[config.mk]
export PLATFORM = sky130hd
export DESIGN_NAME = ordered_value_list
export DESIGN_NICKNAME = d
export VERILOG_FILES = /design/src/hw/rtl/olv_pkg.sv /design/src/hw/rtl/olv_cell.sv /design/src/hw/rtl/ordered_value_list.sv
export SDC_FILE = /design/constraint.sdc
export NUM_CORES = 1
export LEC_CHECK = 0
export ABC_AREA = 1
export BUFFER_PORTS_ARGS = -buffer_cell sky130_fd_sc_hd__buf_2
export CORE_UTILIZATION = 41
export CTS_CLUSTER_SIZE = 12
export DETAILED_ROUTE_END_ITERATION = 10
export GPL_ROUTABILITY_DRIVEN = 0
export HOLD_SLACK_MARGIN = 0.06
export SLEW_MARGIN = 20
export SYNTH_ARGS = -nofsm -noshare
export SYNTH_HDL_FRONTEND = slang
export SYNTH_SLANG_ARGS = --single-unit
[constraint.sdc]
create_clock -name i_clk -period 9.73 [get_ports i_clk]
set_clock_uncertainty 0.2 [all_clocks]
set_input_delay 1.946 -clock i_clk [delete_from_list [all_inputs] [get_ports i_clk]]
set_output_delay 1.946 -clock i_clk [all_outputs]
set_load 0.005 [all_outputs]
[src/hw/rtl/olv_pkg.sv]
// Types and constants shared by the ordered value list cells and top level.
package olv_pkg;

    localparam int unsigned VALUE_W     = 32;
    localparam int unsigned OUT_CNT_W   = 5;
    localparam int unsigned S_TDATA_W   = 32;
    localparam int unsigned S_TUSER_W   = 2;
    localparam int unsigned M_TDATA_W   = 8;

    typedef enum logic [1:0] {
        OP_APPEND = 2'd0,
        OP_SEARCH = 2'd1,
        OP_DELETE = 2'd2,
        OP_CLEAR  = 2'd3
    } t_op;

    // Broadcast to every cell in the execute cycle.
    typedef struct packed {
        logic append;   // write the new value at the tail position
        logic remove;   // cells at or behind the first match take the next entry
    } t_cell_cmd;

endpackage

[src/hw/rtl/olv_cell.sv]
// One list position: holds an entry, compares it, and shifts from its neighbor.
module olv_cell
    import olv_pkg::*;
#(
    parameter int unsigned IDX   = 0,
    parameter int unsigned CNT_W = 5
) (
    input  logic               i_clk,
    input  logic               i_rst_n,
    input  logic               i_load,        // transaction accepted: register match
    input  logic [VALUE_W-1:0] i_cmp_value,
    input  logic [CNT_W-1:0]   i_count,
    input  t_cell_cmd          i_cmd,
    input  logic               i_at_or_after, // at or behind the first match
    input  logic [VALUE_W-1:0] i_new_value,
    input  logic [VALUE_W-1:0] i_next_entry,
    output logic [VALUE_W-1:0] o_entry,
    output logic               o_match
);

    logic [VALUE_W-1:0] r_entry;
    logic               r_match;
    logic               n_match;

    assign n_match = (i_cmp_value == r_entry) && (CNT_W'(IDX) < i_count);

    always_ff @(posedge i_clk) begin
        if (!i_rst_n) begin
            r_match <= 1'b0;
        end else if (i_load) begin
            r_match <= n_match;
        end
    end

    always_ff @(posedge i_clk) begin
        if (i_cmd.append && (i_count == CNT_W'(IDX))) begin
            r_entry <= i_new_value;
        end else if (i_cmd.remove && i_at_or_after) begin
            r_entry <= i_next_entry;
        end
    end

    assign o_entry = r_entry;
    assign o_match = r_match;

endmodule

[src/hw/rtl/ordered_value_list.sv]
// Top level of the ordered value list: a chain of entry cells plus control.
//
// Slave channel: i_s_tuser carries the operation (append, search, delete
// first match, clear), i_s_tdata the 32-bit signed value. Master channel:
// one result transaction per input with found, entry count and status.
//
// A transaction is accepted, then executed: in the accept cycle every cell
// compares its entry with the incoming value and registers a match bit; in
// the execute cycle the lowest match is isolated with one DEPTH-bit negate,
// the cells at or behind it shift forward on a delete, the tail cell is
// written on an append, and the result is loaded into the output register;
// o_s_tready goes low on accept and stays low until the transaction has
// executed. A full list drops an append and reports status 1.
//
// If the receiver stalls, the result stays in the output register and the
// next transaction is accepted and compared, then waits in its execute
// cycle until the output register is free.
// Reset empties the list (count 0), drops any held result and leaves o_s_tready high.
module ordered_value_list
    import olv_pkg::*;
#(
    parameter int unsigned DEPTH = 16
) (
    input  logic                 i_clk,
    input  logic                 i_rst_n,
    input  logic                 i_s_tvalid,
    output logic                 o_s_tready,
    input  logic [S_TDATA_W-1:0] i_s_tdata,  // [31:0] value
    input  logic [S_TUSER_W-1:0] i_s_tuser,  // [1:0] op
    output logic                 o_m_tvalid,
    input  logic                 i_m_tready,
    output logic [M_TDATA_W-1:0] o_m_tdata   // [0] found, [5:1] entry_count, [6] status
);

    localparam int unsigned CNT_W = $clog2(DEPTH + 1);

    logic               r_busy;
    t_op                r_op;
    logic [VALUE_W-1:0] r_value;
    logic [CNT_W-1:0]   r_count;
    logic [CNT_W-1:0]   n_count;
    logic               r_out_valid;
    logic               r_out_found;
    logic               r_out_status;
    logic [CNT_W-1:0]   r_out_count;

    logic               w_accept;
    logic               w_exec;
    logic [DEPTH-1:0]   w_match;
    logic [DEPTH-1:0]   w_neg;
    logic [DEPTH-1:0]   w_ge;
    logic               w_found;
    logic               w_full;
    logic               w_res_found;
    logic               w_res_status;
    t_cell_cmd          w_cmd;
    logic [VALUE_W-1:0] w_entry [DEPTH];

    assign o_s_tready = !r_busy;
    assign w_accept   = i_s_tvalid && !r_busy;
    assign w_exec     = r_busy && (!r_out_valid || i_m_tready);

    assign w_neg   = (~w_match) + DEPTH'(1);
    assign w_ge    = w_match | w_neg;
    assign w_found = |w_match;
    assign w_full  = (r_count == CNT_W'(DEPTH));

    always_comb begin
        w_cmd        = '0;
        n_count      = r_count;
        w_res_found  = 1'b0;
        w_res_status = 1'b0;
        case (r_op)
            OP_APPEND: begin
                if (w_full) begin
                    w_res_status = 1'b1;
                end else begin
                    w_cmd.append = w_exec;
                    n_count      = r_count + CNT_W'(1);
                end
            end
            OP_SEARCH: begin
                w_res_found = w_found;
            end
            OP_DELETE: begin
                w_res_found = w_found;
                if (w_found) begin
                    w_cmd.remove = w_exec;
                    n_count      = r_count - CNT_W'(1);
                end
            end
            OP_CLEAR: begin
                n_count = '0;
            end
            default: begin
                n_count = r_count;
            end
        endcase
    end

    for (genvar g = 0; g < DEPTH; g++) begin : g_cell
        logic [VALUE_W-1:0] w_next;
        if (g == DEPTH - 1) begin : g_tail
            assign w_next = w_entry[g];
        end else begin : g_mid
            assign w_next = w_entry[g+1];
        end

        olv_cell #(
            .IDX   (g),
            .CNT_W (CNT_W)
        ) u_cell (
            .i_clk         (i_clk),
            .i_rst_n       (i_rst_n),
            .i_load        (w_accept),
            .i_cmp_value   (i_s_tdata[VALUE_W-1:0]),
            .i_count       (r_count),
            .i_cmd         (w_cmd),
            .i_at_or_after (w_ge[g]),
            .i_new_value   (r_value),
            .i_next_entry  (w_next),
            .o_entry       (w_entry[g]),
            .o_match       (w_match[g])
        );
    end

    always_ff @(posedge i_clk) begin
        if (!i_rst_n) begin
            r_busy      <= 1'b0;
            r_count     <= '0;
            r_out_valid <= 1'b0;
        end else begin
            if (w_accept) begin
                r_busy <= 1'b1;
            end else if (w_exec) begin
                r_busy <= 1'b0;
            end
            if (w_exec) begin
                r_count     <= n_count;
                r_out_valid <= 1'b1;
            end else if (i_m_tready) begin
                r_out_valid <= 1'b0;
            end
        end
    end

    always_ff @(posedge i_clk) begin
        if (w_accept) begin
            r_op    <= t_op'(i_s_tuser);
            r_value <= i_s_tdata[VALUE_W-1:0];
        end
        if (w_exec) begin
            r_out_found  <= w_res_found;
            r_out_status <= w_res_status;
            r_out_count  <= n_count;
        end
    end

    assign o_m_tvalid = r_out_valid;
    assign o_m_tdata  = {1'b0, r_out_status, OUT_CNT_W'(r_out_count), r_out_found};

endmodule
* Word level (Yosys, flattened, before mapping)
Cells that the tools add are included.
** Operators by class
- $add $sub $neg :: 3
- Magnitude comparators :: 16
- Equal/unequal tests :: 35
- Multiplexer cells :: 42
- Bitwise operators :: 2
- Reduce and logical (&&, ||, !) cells :: 73
** Operators with widths (count)
- two-way mux 32 bit :: 30
- == test 32 bit :: 16
- logical AND 1 bit :: 49
- == test 5 x 4 -> 1 bit, second input constant :: 8
- < comparator 4 x 5 -> 1 bit, first input constant :: 8
- nonzero test 2 bit :: 17
- == test 5 x 3 -> 1 bit, second input constant :: 4
- < comparator 3 x 5 -> 1 bit, first input constant :: 4
- OR reduction 16 bit :: 1
- adder 15 x 1 -> 15 bit, second input constant :: 1
- NOT 15 bit :: 1
- bitwise OR 15 bit :: 1
- case mux 5 bit (3 select lines) :: 1
- == test 5 x 2 -> 1 bit, second input constant :: 2
- < comparator 1 x 5 -> 1 bit, first input constant :: 2
- < comparator 2 x 5 -> 1 bit, first input constant :: 2
- two-way mux 5 bit :: 2
- two-way mux 1 bit :: 9
- adder 5 x 1 -> 5 bit, second input constant :: 1
- == test 5 x 1 -> 1 bit, second input constant :: 1
- == test 5 bit, second input constant :: 1
- zero test 5 bit :: 1
- subtractor 5 x 1 -> 5 bit, second input constant :: 1
- == test 2 bit, second input constant :: 2
- other kinds (5) :: 6
** Storage, ports and cells
- Flip-flop bits (word level) :: 576
- Input bits :: 38
- Output and inout port bits :: 10

* Depth between registers and ports, before layout
- Depth after elaboration :: 8
- Depth in mapped cells :: 13
- Depth with buffers taken out :: 11

* Cells and area by module
A second synthesis with hierarchy kept.
** Unflattened totals
- Cells, all modules :: 4261
- Area total of the unflattened synthesis :: 35602.9 um^2
** Modules (own cells, without submodules)
- ordered_value_list :: instances 1, cells an instance 202, area each 2174.6 um^2, sequential area each 1371.3 um^2
- olv_cell (g_cell[11].u_cell) :: instances 1, cells an instance 237, area each 2173.3 um^2, sequential area each 980.9 um^2
- olv_cell (g_cell[2].u_cell) :: instances 1, cells an instance 228, area each 2163.3 um^2, sequential area each 980.9 um^2
- olv_cell (g_cell[13].u_cell) :: instances 1, cells an instance 221, area each 2142.1 um^2, sequential area each 980.9 um^2
- olv_cell (g_cell[6].u_cell) :: instances 1, cells an instance 216, area each 2139.6 um^2, sequential area each 980.9 um^2
- olv_cell (g_cell[15].u_cell) :: instances 1, cells an instance 269, area each 2125.8 um^2, sequential area each 980.9 um^2
- olv_cell (g_cell[5].u_cell) :: instances 1, cells an instance 211, area each 2115.8 um^2, sequential area each 980.9 um^2
- olv_cell (g_cell[10].u_cell) :: instances 1, cells an instance 308, area each 2105.8 um^2, sequential area each 980.9 um^2
- olv_cell (g_cell[3].u_cell) :: instances 1, cells an instance 279, area each 2094.5 um^2, sequential area each 980.9 um^2
- olv_cell (g_cell[0].u_cell) :: instances 1, cells an instance 203, area each 2084.5 um^2, sequential area each 980.9 um^2
- olv_cell (g_cell[4].u_cell) :: instances 1, cells an instance 297, area each 2072.0 um^2, sequential area each 980.9 um^2
- olv_cell (g_cell[14].u_cell) :: instances 1, cells an instance 286, area each 2069.5 um^2, sequential area each 980.9 um^2
- olv_cell (g_cell[12].u_cell) :: instances 1, cells an instance 294, area each 2062.0 um^2, sequential area each 980.9 um^2
- olv_cell (g_cell[7].u_cell) :: instances 1, cells an instance 183, area each 2045.7 um^2, sequential area each 980.9 um^2
- 3 more rows

* Worst setup path after synthesis
Ideal clock, no wire load.
- Path kind :: input to register
- From :: input port i_m_tready
- To :: register g_cell[5].u_cell.r_entry[0], enable pin
- Arrival time :: 4848 ps
- Path slack :: 4217 ps
- Stages on the path :: 6
- Buffers on the path :: 0
- Path through :: inv_1 -> nand2_1 -> nand2_1 -> nor2_2 -> inv_1 -> o21ai_0
** On the way
- Cells in the longest elaborated chain, start to end :: 6
- Elaborated cells on any way between the ends :: 9
- Those cells by class :: mux (4); reduce/logical (5)
** Ends and longest elaborated chain
- from (decl) :: RTL line ordered_value_list.sv:31 : input logic i_m_tready,
- logical OR 1 bit (*) :: RTL line ordered_value_list.sv:61 : assign w_exec = r_busy && (!r_out_valid || i_m_tready);
- logical AND 1 bit (*) :: RTL line ordered_value_list.sv:61
- two-way mux 1 bit, on equally long branches :: RTL line ordered_value_list.sv:87, ordered_value_list.sv:75
- two-way mux 1 bit :: RTL line ordered_value_list.sv:73 : case (r_op)
- logical AND 1 bit, on equally long branches :: RTL line olv_cell.sv:38, olv_cell.sv:36
- nonzero test 2 bit (no line) (*)
- to (signal assigned) :: RTL line olv_cell.sv:37 : r_entry <= i_new_value;
- to (signal assigned) :: RTL line olv_cell.sv:39 : r_entry <= i_next_entry;
- to (decl) :: RTL line olv_cell.sv:21 : logic [VALUE_W-1:0] r_entry;
Every way passes the cells marked *; elsewhere a longest branch is shown, timed or not.
A chain may end at the register's enable or synchronous reset.

* Worst setup path after layout
- From :: input port i_m_tready
- To :: register g_cell[4].u_cell.r_entry[7], enable pin
** On the way
- Cells in the longest elaborated chain, start to end :: 6
- Elaborated cells on any way between the ends :: 9
- Those cells by class :: mux (4); reduce/logical (5)
** Ends and longest elaborated chain (RTL line)
- logical OR 1 bit (*) :: ordered_value_list.sv:61
- logical AND 1 bit (*) :: ordered_value_list.sv:61
- two-way mux 1 bit, on equally long branches :: ordered_value_list.sv:87, ordered_value_list.sv:75
- two-way mux 1 bit :: ordered_value_list.sv:73
- logical AND 1 bit, on equally long branches :: olv_cell.sv:38, olv_cell.sv:36
- nonzero test 2 bit (no line) (*)
- to (signal assigned) :: olv_cell.sv:37
- to (signal assigned) :: olv_cell.sv:39
- to (decl) :: olv_cell.sv:21
Marks and branches as above.

==> flow_metrics.tcl <==
set metrics [dict create \
    status "finished clean" \
    critical_path.max_fanout 65 \
    cp_data_arrival_time_ns 4.61 \
    drcViolationCount 0 \
    seqCellArea_um2 17070 \
    design.core.area_um2 76450 \
    grt_pass1_wl_mm 149.9 \
    rrSetupSlack_ns 5.21 \
    multiInputGateArea_um2 12230 \
    post_cts.repair.setup_buffers 0 \
    synth.area.mux_share_pct 0 \
    syn_area_um2 31860 \
    setup_violations 0 \
    yosys.area_share.simple_pct 21.18 \
    final_core_utilization_pct 45.15 \
    period_needed_ns 4.578 \
    hold_viol 0 \
    post_synth_adder_cell_area_pct 0.3142 \
    worst-endpoint-required_ns 9.76 \
    initial_core_util_pct 41.67 \
    tightest_slew_ns 1.090 \
    power-per-cell-area_nw_per_um2 163.4 \
    power.combinational.fraction_pct 6.8 \
    crit_end "g_cell[4].u_cell.o_entry[7]" \
    critPathLaunchType "input port" \
    drv_slew 0 \
    floorplan.die.width_um 280.7 \
    async_reset_ff_share_pct 0 \
    relSlewSlack_pct 27.25 \
    floorplan.die_area_um2 78820 \
    ctsLongestPathBuffers 3 \
    routedWlPerCell_um 21.78 \
    regToRegEndpoint "g_cell[4].u_cell.o_entry[7]" \
    compound_gate_portion_of_the_synthesized_area_pct 9.367 \
    most-common-layout-cells "sky130_fd_sc_hd__nand2_1 (1,289), sky130_fd_sc_hd__edfxtp_1 (553), sky130_fd_sc_hd__inv_1 (350)" \
    grt_util_all_layers_pct 25.99 \
    cts-htree-levels 3 \
    power.internal_uw 4276 \
    cts_buffers 66 \
    chipHeight_um 280.7 \
    rr_worst_depth 7 \
    ys_seq_elements 576 \
    fmaxAchievable_mhz 218.4 \
    synth_sequential_area_ratio_pct 53.57 \
    fill_cells 7418 \
    grt_start_max_net_pins 66 \
    setup.worst_path.class "input port to register" \
    cts_tree "done" \
    io-pin-count 48 \
    leakage_uw 0.01436 \
    detailroute.via_count 24860 \
    avgSynthCellArea_um2 8.645 \
    register_clock_pin_slew_on_the_reported_worst_setup_and_hold_paths_ns 0.06 \
    drt-vias-per-instance 5.308 \
    sequentialPowerShare_pct 48.1 \
    main_combinational_cell_family_by_area_after_synthesis "simple AND/OR/NAND/NOR gates" \
    final_cells 4683 \
    ys.flop_type "sky130_fd_sc_hd__edfxtp_1" \
    globalRoute.totalOverflow 0 \
    crit_path_end_kind "register" \
    cts_resized 0 \
    maxCapViolations 0 \
    launching_instance_or_port_of_the_critical_path "i_m_tready" \
    cts.hold.buffers_added 0 \
    synthXorXnorAreaFrac_pct 7.066 \
    placed_cells_incl_taps 4563 \
    worstSkewPairLatency_ns 0.63 \
    placementRows 101 \
    hold_class "register to register" \
    timing.setup.tns_ns 0 \
    synth.distinct_cells 38 \
    cts.root.buffer_cell "sky130_fd_sc_hd__clkbuf_16" \
    drt-pass1-iter-count 5 \
    switching_share_pct 24.20 \
    final_common_cell "sky130_fd_sc_hd__nand2_1" \
    grt_pass1_vias 23590 \
    synthesis.instances 3685 \
    worst_r2r_startpoint "r_count[0]" \
    antenna_violations_before_repair 1 \
    drt_iter0_markers 2384 \
    drive_above_1_share_pct 6.572 \
    synth.yosys.warnings 0 \
    power.ir.vdd_worst_v 0.0001248 \
    nets 3649 \
    timing.final.crit_share_pct 47.06 \
    part_of_the_power_in_the_clock_network_pct 45.1 \
    portBuffers 46 \
    synth_enable_flop_cells 553 \
    rsz0062_at_grt "no" \
    power_switching_uw 1365 \
    detail_route.wirelength_mm 102.0 \
    areaGrowthSynthToFinish_pct 8.358 \
    detail_placement_hpwl_mm 72.26 \
    drtAntennaViolNets 0 \
    cts.sinks 576 \
    synthesized_net_count 3731 \
]
## power groups by stage
stage,sequential [µW],clock [µW],combinational [µW]
after floorplan,2760,0,220
after global placement,2760,0,374
after detailed placement,2760,0,375
after CTS,2710,2560,376
after global routing,2710,2650,406
final,2710,2550,383
## state kept, by name, summed over array words and instances, names as in the netlist
name / flops
r_out_count: 5
g_cell.u_cell.o_entry: 512
r_value: 32
r_count: 5
r_out_status: 1
g_cell.u_cell.o_match: 16
r_busy: 1
r_op: 2
r_out_found: 1
o_m_tvalid: 1
## logic make-up (layout without fill, tap and decap cells)
logic type	count (synthesis)	in the layout
AND/OR/NAND/NOR	1701	1701
XOR/XNOR	257	257
flip-flops	576	576
AO/OA/AOI/OAI	567	567
other	1	2
buffers and inverters	575	542
adder cells (fa/ha/maj)	8	8
## area by class of cell
type                    instances  area share, %
flip-flops and latches        576          49.44
clock inverters                26         0.9134
well taps                    1030          3.733
inverters                     355          3.860
diodes                          1       0.007249
multi-input cells            2534          35.43
clock buffers                  91          5.328
repair buffers                 70          1.283
## synthesized netlist by cell type, types with 3 or more instances
cell	number	area share (%)
sky130_fd_sc_hd__ha_1	8	0.31
sky130_fd_sc_hd__clkbuf_1	75	0.88
sky130_fd_sc_hd__dfxtp_1	23	1.4
sky130_fd_sc_hd__o211ai_1	3	0.071
sky130_fd_sc_hd__nand4_2	5	0.20
sky130_fd_sc_hd__edfxtp_1	553	52
sky130_fd_sc_hd__xnor2_1	211	5.8
sky130_fd_sc_hd__nand3_2	6	0.19
sky130_fd_sc_hd__buf_6	48	1.7
sky130_fd_sc_hd__o31ai_1	3	0.071
sky130_fd_sc_hd__a21boi_0	3	0.071
sky130_fd_sc_hd__nand2_1	1298	15
sky130_fd_sc_hd__a21oi_1	19	0.30
sky130_fd_sc_hd__inv_1	351	4.1
sky130_fd_sc_hd__or2_2	16	0.31
sky130_fd_sc_hd__clkinv_1	4	0.047
sky130_fd_sc_hd__o21ai_0	178	2.8
sky130_fd_sc_hd__nor2_2	4	0.079
sky130_fd_sc_hd__clkbuf_2	4	0.063
sky130_fd_sc_hd__o22ai_1	9	0.18
sky130_fd_sc_hd__nand4_1	48	0.94
sky130_fd_sc_hd__nor2_1	254	3.0
sky130_fd_sc_hd__buf_4	28	0.66
sky130_fd_sc_hd__nor3_1	8	0.13
sky130_fd_sc_hd__nand3_1	56	0.88
sky130_fd_sc_hd__xor2_1	46	1.3
sky130_fd_sc_hd__buf_2	60	0.94
sky130_fd_sc_hd__buf_1	5	0.059
sky130_fd_sc_hd__o21ai_2	28	0.77
sky130_fd_sc_hd__o21ai_1	322	5.1
## stage by stage
| stage | area [µm²] | hold WS, ns | setup WS, ns | total power [µW] |
|---|---|---|---|---|
| 6_report | 34520 | 0.2465 | 5.152 | 5641 |
| 5_1_grt | 34520 | 0.2599 | 4.864 | 5768 |
| 4_1_cts | 34460 | 0.2447 | 5.010 | 5650 |
| 3_5_place_dp | 32310 | 0.2325 | 4.378 | 3140 |
| 3_3_place_gp | 32310 | 0.2286 | 4.424 | 3138 |
| 2_1_floorplan | 31860 | 0.2264 | 4.217 | 2980 |
## worst min-delay path by stage
stage	startpoint	endpoint	slack (ns)	cells after the start
after floorplan	r_value[0]	g_cell[15].u_cell.o_entry[0]	0.23	0
after global placement	r_value[18]	g_cell[15].u_cell.o_entry[18]	0.23	0
after detailed placement	r_value[12]	g_cell[15].u_cell.o_entry[12]	0.23	0
after CTS	r_value[15]	g_cell[15].u_cell.o_entry[15]	0.24	0
after global routing	r_value[12]	g_cell[15].u_cell.o_entry[12]	0.26	0
final	r_value[2]	g_cell[15].u_cell.o_entry[2]	0.25	0
## critical path, stage by stage
cell                      delay (ns)
sky130_fd_sc_hd__buf_2          0.08
sky130_fd_sc_hd__inv_1          0.03
sky130_fd_sc_hd__nand2_1        0.07
sky130_fd_sc_hd__nand2_1        0.15
sky130_fd_sc_hd__nor2_4         0.52
sky130_fd_sc_hd__nand4_4        0.84
sky130_fd_sc_hd__nand2_2        0.95
## layer usage
metal	vias up	wire length, µm	global-route usage (%)
li1	11780	-	-
met1	11890	41760	33.43
met2	973	48160	43.46
met3	207	7651	3.824
met4	2	4394	11.25
met5	-	10	0
No activity file was read; power rests on OpenSTA's default activity.
